==> config.mk <==
export PLATFORM = sky130hd
export DESIGN_NAME = diagonal_line_run_lengths_unit
export DESIGN_NICKNAME = d
export VERILOG_FILES = /design/src/sv/dlrl_pkg.sv /design/src/sv/dlrl_alu.sv /design/src/sv/diagonal_line_run_lengths_unit.sv
export SDC_FILE = /design/constraint.sdc
export NUM_CORES = 1
export LEC_CHECK = 0
export BUFFER_PORTS_ARGS = -buffer_cell sky130_fd_sc_hd__buf_2
export CORE_MARGIN = 8
export CORE_UTILIZATION = 60
export CTS_BUF_LIST = sky130_fd_sc_hd__clkbuf_2 sky130_fd_sc_hd__clkbuf_4 sky130_fd_sc_hd__clkbuf_8
export DETAILED_ROUTE_END_ITERATION = 6
export GPL_TIMING_DRIVEN = 0
export PLACE_DENSITY = 0.79
export RECOVER_POWER = 25
export SYNTH_ARGS = -nofsm -noshare
export SYNTH_HDL_FRONTEND = slang
export SYNTH_SLANG_ARGS = --single-unit
==> constraint.sdc <==
create_clock -name clk -period 7.75 [get_ports clk]
set_input_delay 1.55 -clock clk [delete_from_list [all_inputs] [get_ports clk]]
set_output_delay 1.55 -clock clk [all_outputs]
set_load 0.005 [all_outputs]
==> src/sv/dlrl_pkg.sv <==
// dlrl_pkg: shared types and constants for the diagonal line run length unit.
// Used by dlrl_alu, diagonal_line_run_lengths_unit and dlrl_checker.
`timescale 1ns / 1ps

package dlrl_pkg;

    // Width of every length field on the ports
    localparam int FIELD_W     = 7;
    // Default upper bound on a side length
    localparam int DEF_MAX_LEN = 64;

    // One line request
    typedef struct packed {
        logic [FIELD_W-1:0] length_x;
        logic [FIELD_W-1:0] length_y;
    } line_t;

    // One run result
    typedef struct packed {
        logic [FIELD_W-1:0] repeat_count;
        logic [FIELD_W-1:0] run_length;
        logic               last_run;
        logic               zero_error;
    } run_t;

    // Compare flags from the shared subtractor
    typedef struct packed {
        logic ge;    // a >= b
        logic eq;    // a == b
    } alu_flags_t;

endpackage

==> src/sv/dlrl_alu.sv <==
// dlrl_alu: shared subtract and compare unit, reused by every step of the sequencer.
// Depends on dlrl_pkg for the flag struct.
`timescale 1ns / 1ps

module dlrl_alu
    import dlrl_pkg::*;
#(
    parameter int W = 7
)
(
    input  logic [W-1:0] a,
    input  logic [W-1:0] b,
    output logic [W-1:0] diff,
    output alu_flags_t   flags
);

    logic [W:0] wide_diff;

    // One subtract with borrow gives both the difference and the order
    always_comb
    begin
        wide_diff = {1'b0, a} - {1'b0, b};
        diff      = wide_diff[W-1:0];
        flags.ge  = ~wide_diff[W];
        flags.eq  = (wide_diff == '0);
    end

endmodule

==> src/sv/diagonal_line_run_lengths_unit.sv <==
// diagonal_line_run_lengths_unit: top level, sequencer around one shared subtractor.
// Depends on dlrl_pkg and dlrl_alu.
`timescale 1ns / 1ps
//
// Usage
//   Line channel: line_valid / line_stall / line_data (length_x, length_y).
//   Run channel:  run_valid / run_stall / run_data (repeat_count, run_length,
//   last_run, zero_error). An item moves when valid is high and stall is low.
//   A zero side gives one item with zero_error set and last_run set. Otherwise
//   lengths are clamped to MAX_LEN, ordered, reduced by their gcd g, and one
//   item per row of the reduced pattern follows, the final one with last_run.
//   Timing: the gcd, the reductions and the row walk all use a single
//   subtract/compare unit, one step per cycle unless the walk waits on the
//   output register: the gcd (subtract and swap), then the two reductions s/g
//   and l/g, then one step that sets up the row walk, then the walk, one column
//   per step. A zero side goes straight to its error item.
//   line_stall is high from the cycle after acceptance until the last run item
//   is loaded into the output register; the next line may enter while that
//   item still waits there.
//   A stalled run item holds; the walk pauses until the output register frees.
//   Reset clears the sequencer and drops run_valid; no item is in flight.
//
module diagonal_line_run_lengths_unit
    import dlrl_pkg::*;
#(
    parameter int MAX_LEN = DEF_MAX_LEN
)
(
    input  logic  clk,
    input  logic  rst_n,
    input  logic  line_valid,
    output logic  line_stall,
    input  line_t line_data,
    output logic  run_valid,
    input  logic  run_stall,
    output run_t  run_data
);

    localparam int LEN_W = $clog2(MAX_LEN + 1);

    typedef enum logic [2:0] {
        ST_IDLE,
        ST_ERR,
        ST_GCD,
        ST_DIV_S,
        ST_DIV_L,
        ST_GAP,
        ST_RUN
    } state_t;

    state_t           state_reg,  state_next;
    logic [LEN_W-1:0] s_reg,      s_next;      // short side
    logic [LEN_W-1:0] l_reg,      l_next;      // long side
    logic [LEN_W-1:0] ga_reg,     ga_next;     // gcd operand, holds g afterwards
    logic [LEN_W-1:0] gb_reg,     gb_next;     // gcd operand, then work / accumulator
    logic [LEN_W-1:0] q_reg,      q_next;      // quotient, then run counter
    logic [LEN_W-1:0] sp_reg,     sp_next;     // s / g
    logic [LEN_W-1:0] lp_reg,     lp_next;     // l / g
    logic [LEN_W-1:0] gap_reg,    gap_next;    // l' - s'
    logic [LEN_W-1:0] row_reg,    row_next;
    logic             run_valid_reg, run_valid_next;
    run_t             run_data_reg,  run_data_next;

    logic [LEN_W-1:0] alu_a, alu_b, alu_diff;
    alu_flags_t       alu_flags;
    logic [LEN_W-1:0] x_len, y_len;
    logic             out_free;
    logic             is_last;

    // Clamp incoming lengths to the bound
    always_comb
    begin
        if (line_data.length_x > FIELD_W'(MAX_LEN))
            x_len = LEN_W'(MAX_LEN);
        else
            x_len = line_data.length_x[LEN_W-1:0];
        if (line_data.length_y > FIELD_W'(MAX_LEN))
            y_len = LEN_W'(MAX_LEN);
        else
            y_len = line_data.length_y[LEN_W-1:0];
    end

    // Operand select for the shared unit
    always_comb
    begin
        case (state_reg)
            ST_GCD:
            begin
                alu_a = ga_reg;
                alu_b = gb_reg;
            end
            ST_DIV_S, ST_DIV_L:
            begin
                alu_a = gb_reg;
                alu_b = ga_reg;
            end
            ST_GAP:
            begin
                alu_a = lp_reg;
                alu_b = sp_reg;
            end
            ST_RUN:
            begin
                alu_a = gb_reg;
                alu_b = gap_reg;
            end
            default:
            begin
                alu_a = ga_reg;
                alu_b = gb_reg;
            end
        endcase
    end

    dlrl_alu #(
        .W (LEN_W)
    ) u_alu (
        .a     (alu_a),
        .b     (alu_b),
        .diff  (alu_diff),
        .flags (alu_flags)
    );

    assign out_free = ~run_valid_reg | ~run_stall;
    assign is_last  = (LEN_W'(row_reg + 1'b1) == sp_reg);

    // Sequencer next state
    always_comb
    begin
        state_next     = state_reg;
        s_next         = s_reg;
        l_next         = l_reg;
        ga_next        = ga_reg;
        gb_next        = gb_reg;
        q_next         = q_reg;
        sp_next        = sp_reg;
        lp_next        = lp_reg;
        gap_next       = gap_reg;
        row_next       = row_reg;
        run_data_next  = run_data_reg;
        run_valid_next = run_valid_reg & run_stall;

        case (state_reg)
            ST_IDLE:
            begin
                if (line_valid)
                begin
                    if (x_len == '0 || y_len == '0)
                    begin
                        state_next = ST_ERR;
                    end
                    else
                    begin
                        s_next     = (x_len < y_len) ? x_len : y_len;
                        l_next     = (x_len < y_len) ? y_len : x_len;
                        ga_next    = (x_len < y_len) ? y_len : x_len;
                        gb_next    = (x_len < y_len) ? x_len : y_len;
                        state_next = ST_GCD;
                    end
                end
            end
            ST_ERR:
            begin
                if (out_free)
                begin
                    run_valid_next              = 1'b1;
                    run_data_next.repeat_count = '0;
                    run_data_next.run_length   = '0;
                    run_data_next.last_run     = 1'b1;
                    run_data_next.zero_error   = 1'b1;
                    state_next                  = ST_IDLE;
                end
            end
            // Subtractive gcd, swapping to keep the larger operand in ga
            ST_GCD:
            begin
                if (alu_flags.eq)
                begin
                    gb_next    = s_reg;
                    q_next     = '0;
                    state_next = ST_DIV_S;
                end
                else if (alu_flags.ge)
                begin
                    ga_next = alu_diff;
                end
                else
                begin
                    ga_next = gb_reg;
                    gb_next = ga_reg;
                end
            end
            // Exact division by repeated subtraction of g
            ST_DIV_S:
            begin
                if (alu_flags.eq)
                begin
                    sp_next    = LEN_W'(q_reg + 1'b1);
                    gb_next    = l_reg;
                    q_next     = '0;
                    state_next = ST_DIV_L;
                end
                else
                begin
                    gb_next = alu_diff;
                    q_next  = LEN_W'(q_reg + 1'b1);
                end
            end
            ST_DIV_L:
            begin
                if (alu_flags.eq)
                begin
                    lp_next    = LEN_W'(q_reg + 1'b1);
                    state_next = ST_GAP;
                end
                else
                begin
                    gb_next = alu_diff;
                    q_next  = LEN_W'(q_reg + 1'b1);
                end
            end
            ST_GAP:
            begin
                gap_next   = alu_diff;
                gb_next    = '0;
                q_next     = '0;
                row_next   = '0;
                state_next = ST_RUN;
            end
            // One column per cycle while out_free; a row closes when acc + s' reaches l'
            ST_RUN:
            begin
                if (out_free)
                begin
                    if (alu_flags.ge)
                    begin
                        run_valid_next              = 1'b1;
                        run_data_next.repeat_count = FIELD_W'(ga_reg);
                        run_data_next.run_length   = FIELD_W'(LEN_W'(q_reg + 1'b1));
                        run_data_next.last_run     = is_last;
                        run_data_next.zero_error   = 1'b0;
                        gb_next                     = alu_diff;
                        q_next                      = '0;
                        row_next                    = LEN_W'(row_reg + 1'b1);
                        if (is_last)
                            state_next = ST_IDLE;
                    end
                    else
                    begin
                        gb_next = LEN_W'(gb_reg + sp_reg);
                        q_next  = LEN_W'(q_reg + 1'b1);
                    end
                end
            end
            default:
            begin
                state_next = ST_IDLE;
            end
        endcase
    end

    // State and registered outputs
    always_ff @(posedge clk or negedge rst_n)
    begin
        if (!rst_n)
        begin
            state_reg     <= ST_IDLE;
            s_reg         <= '0;
            l_reg         <= '0;
            ga_reg        <= '0;
            gb_reg        <= '0;
            q_reg         <= '0;
            sp_reg        <= '0;
            lp_reg        <= '0;
            gap_reg       <= '0;
            row_reg       <= '0;
            run_valid_reg <= 1'b0;
            run_data_reg  <= '0;
        end
        else
        begin
            state_reg     <= state_next;
            s_reg         <= s_next;
            l_reg         <= l_next;
            ga_reg        <= ga_next;
            gb_reg        <= gb_next;
            q_reg         <= q_next;
            sp_reg        <= sp_next;
            lp_reg        <= lp_next;
            gap_reg       <= gap_next;
            row_reg       <= row_next;
            run_valid_reg <= run_valid_next;
            run_data_reg  <= run_data_next;
        end
    end

    assign line_stall = (state_reg != ST_IDLE);
    assign run_valid  = run_valid_reg;
    assign run_data   = run_data_reg;

endmodule

==> impl_metrics.csv <==
group,metric,value,unit
outcome,status,"complete, but fails checks",
outcome,violations,"max-capacitance violations, max-slew violations",
power,power_density,473,mW/mm2
die,fp.dieArea,0.0128,mm2
worst_setup_path,end_kind,"flop",
timing,skew,0.0147,ns
timing,tightest_slew,2.38,ns
synth,netlist_area,0.00568,mm2
routing,antenna_left,0,
synth,syn_avg_cell_area,8.47,um2
worst_setup_path,worst-path-max-fanout,10,
worst_setup_path,cp-start-kind,"flop",
die,boundaryPins,36,
clocking,cts_root_buf,"clkbuf_8",
timing,relSlewSlack,-0.588,
routing,drt_first_pass_iters,6,
synth,synth.ff_latch_count,83,
final_layout,fin_nets,759,
power,p_leak,2.76,nW
routing,wl,17900,um
final_layout,multi_input_area,0.00335,mm2
timing,fmax,174,MHz
clocking,cts_buffers,9,
synth,yosysWarnings,0,
worst_setup_path,cp.required,7.97,ns
clocking,numClockSinks,83,
global_routing,grt_start_max_net_pins,47,
placed_design,io_buffers,35,
clocking,clock_latency,0.37,ns
synth,synthTopCellsByArea,"dfrtp_1 37%, o21ai_0 6.3%, nand2_1 6.1%",
final_layout,largest_reg_flops,16,
synth,yosysTopAreaCell,"dfrtp_1",
final_layout,syn_to_final_growth,8.74,%
global_routing,grt_use_total,0.282,
synth,yosysSeqAreaShare,0.366,
synth,synth_top_cell_area_share,0.366,
placed_design,gp_congestion,0.988,
worst_setup_path,path_class,"flop to flop",
global_routing,grt_pass1_vias,5274,
synth,synthFlopType,"dfrtp_1",
clocking,cts.htree.levels,3,
timing,setup_violations,0,
timing,finalHoldViolations,0,
job,max-cap-violations,2,
synth,synth_edf_count,0,
routing,num_vias,5424,
die,start_util,0.618,
final_layout,fin_cells,834,
final_layout,drive_gt1_frac,0.118,
timing,report.final.slew_viol_count,86,
placed_design,dpl.hpwl,13700,um
die,core_area,0.00920,mm2
synth,synth_cell_types,62,
final_layout,nFillCells,752,
timing,rsz0062_at_grt,"false",
routing,wire_per_inst,21.5,um
synth,syn_inst,671,
die,num_rows,35,
final_layout,final_cell_mix,"92 x nand2_1, 83 x dfrtp_1, 72 x o21ai_0, 63 x nor2_1, 42 x a21oi_1",
clocking,cts_resized,0,
power,ir_worst_vdd,0.341,mV
hold_path,hold_class,"flop to flop",
routing,drtIter0Drc,579,
clocking,cts_buffer_depth,2,
placed_design,dp.cells,818,
final_layout,diodes,0,
clocking,clk_pin_slew,0.11,ns
clocking,postCtsHoldBufs,0,
global_routing,grt_overflow,0,
timing,period_needed,5.76,ns
routing,viasPerCell,6.50,
final_layout,register_area,0.00208,mm2
worst_setup_path,worstPathArrival,5.98,ns
synth,async_reset_ff_frac,1.00,
die,die_h,113,um
synth,synth_nets,712,
global_routing,antenna_found_initial,0,
routing,drcViolationCount,0,
timing,tns,0,ns
clocking,cts_tree,"yes",
global_routing,grt_pass1_wl,28400,um
clocking,cts_setup_buffers,0,
die,die_x,113,um
timing,finalCritPeriodShare,0.743,
final_layout,layout_commonest_cell,"nand2_1",
-- routing by layer --
layer / vias to the layer above / GRT usage / part of all wire
met1: 2626 / 0.369 / 0.42
met5: - / 0 / 0
met3: 58 / 0.0421 / 0.075
met4: 0 / 0.125 / 0.037
li1: 2504 / - / -
met2: 236 / 0.453 / 0.46
-- critical path, cell delays in order (launching register included) --
cell and delay (ns):
dfrtp_1 0.45, clkbuf_1 0.40, buf_1 0.46, clkbuf_1 0.43
buf_1 0.45, nand2_1 0.11, o211ai_1 0.11, o21ai_0 0.11
ha_1 0.24, fa_1 0.41, nor2b_1 0.23, o22ai_1 0.14
xnor2_1 0.46, and4b_1 0.27, buf_2 0.18, nand2_1 0.16
a21boi_0 0.36, clkbuf_1 0.43, o21ai_0 0.19
-- cell families (layout without fill, tap and decap cells) --
kind of cell,after synthesis,count (layout),share of synthesized area
xor gates and xnor gates,27,27,0.0416
muxes,44,44,0.0817
DFF,83,83,0.366
adders and majority gates,23,23,0.0533
AOI/OAI and AO/OA,214,214,0.241
buffers and inverters,63,115,0.0449
and+or+nand+nor,217,217,0.171
-- stage by stage --
stage | total power (W) | area, um2 | utilization | setup slack [ns] | hold slack, ns
global route | 0.00310 | 6180 | 0.672 | 1.58 | 0.518
CTS | 0.00286 | 6200 | 0.674 | 2.11 | 0.491
global placement | 0.00248 | 5990 | 0.652 | 2.18 | 0.459
floorplan | 0.00198 | 5680 | - | 3.38 | 0.444
finish | 0.00292 | 6180 | 0.672 | 1.99 | 0.485
detailed placement | 0.00254 | 6020 | 0.654 | 2.16 | 0.469
-- final timing paths --
kind | slack, ns | cells after the start | start | endpoint
max reg2reg | 1.99 | 18 | state_reg[0] | ga_reg[3]
min | 0.48 | 2 | gap_reg[3] | gap_reg[3]
max in group asynchronous | 2.94 | 2 | rst_n | run_data[5]
max | 1.99 | 18 | state_reg[0] | ga_reg[3]
min reg2reg | 0.48 | 2 | gap_reg[3] | gap_reg[3]
min in group asynchronous | 1.74 | 1 | rst_n | gap_reg[2]
-- cells in the mapped netlist (7+ instances only) --
master / number
xor2_1: 11
dfrtp_1: 83
nand3_1: 11
nor3_1: 7
o31ai_1: 16
o21ai_0: 72
mux2i_1: 25
a21o_1: 7
mux2_2: 19
nor2_1: 63
nand2_1: 92
o211ai_1: 9
inv_1: 23
clkbuf_1: 26
a211oi_1: 16
xnor2_1: 16
nand2b_1: 10
a22o_1: 8
ha_1: 21
a21oi_1: 42
buf_1: 8
-- report_power, final --
part,switching [W],internal (W)
Sequential,0.000141,0.000538
Combinational,0.00123,0.000703
Clock,0.000186,0.000124
-- final cells by class --
class,count,share of cell area
flip-flops and latches,83,0.336
plain buffers,39,0.0267
multi-input cells,525,0.542
repair buffers,36,0.0288
inverters,24,0.0146
clock inverters,6,0.00790
clock buffers,10,0.0213
well taps,111,0.0225
Note: power is estimated with default switching activity, not from simulation.
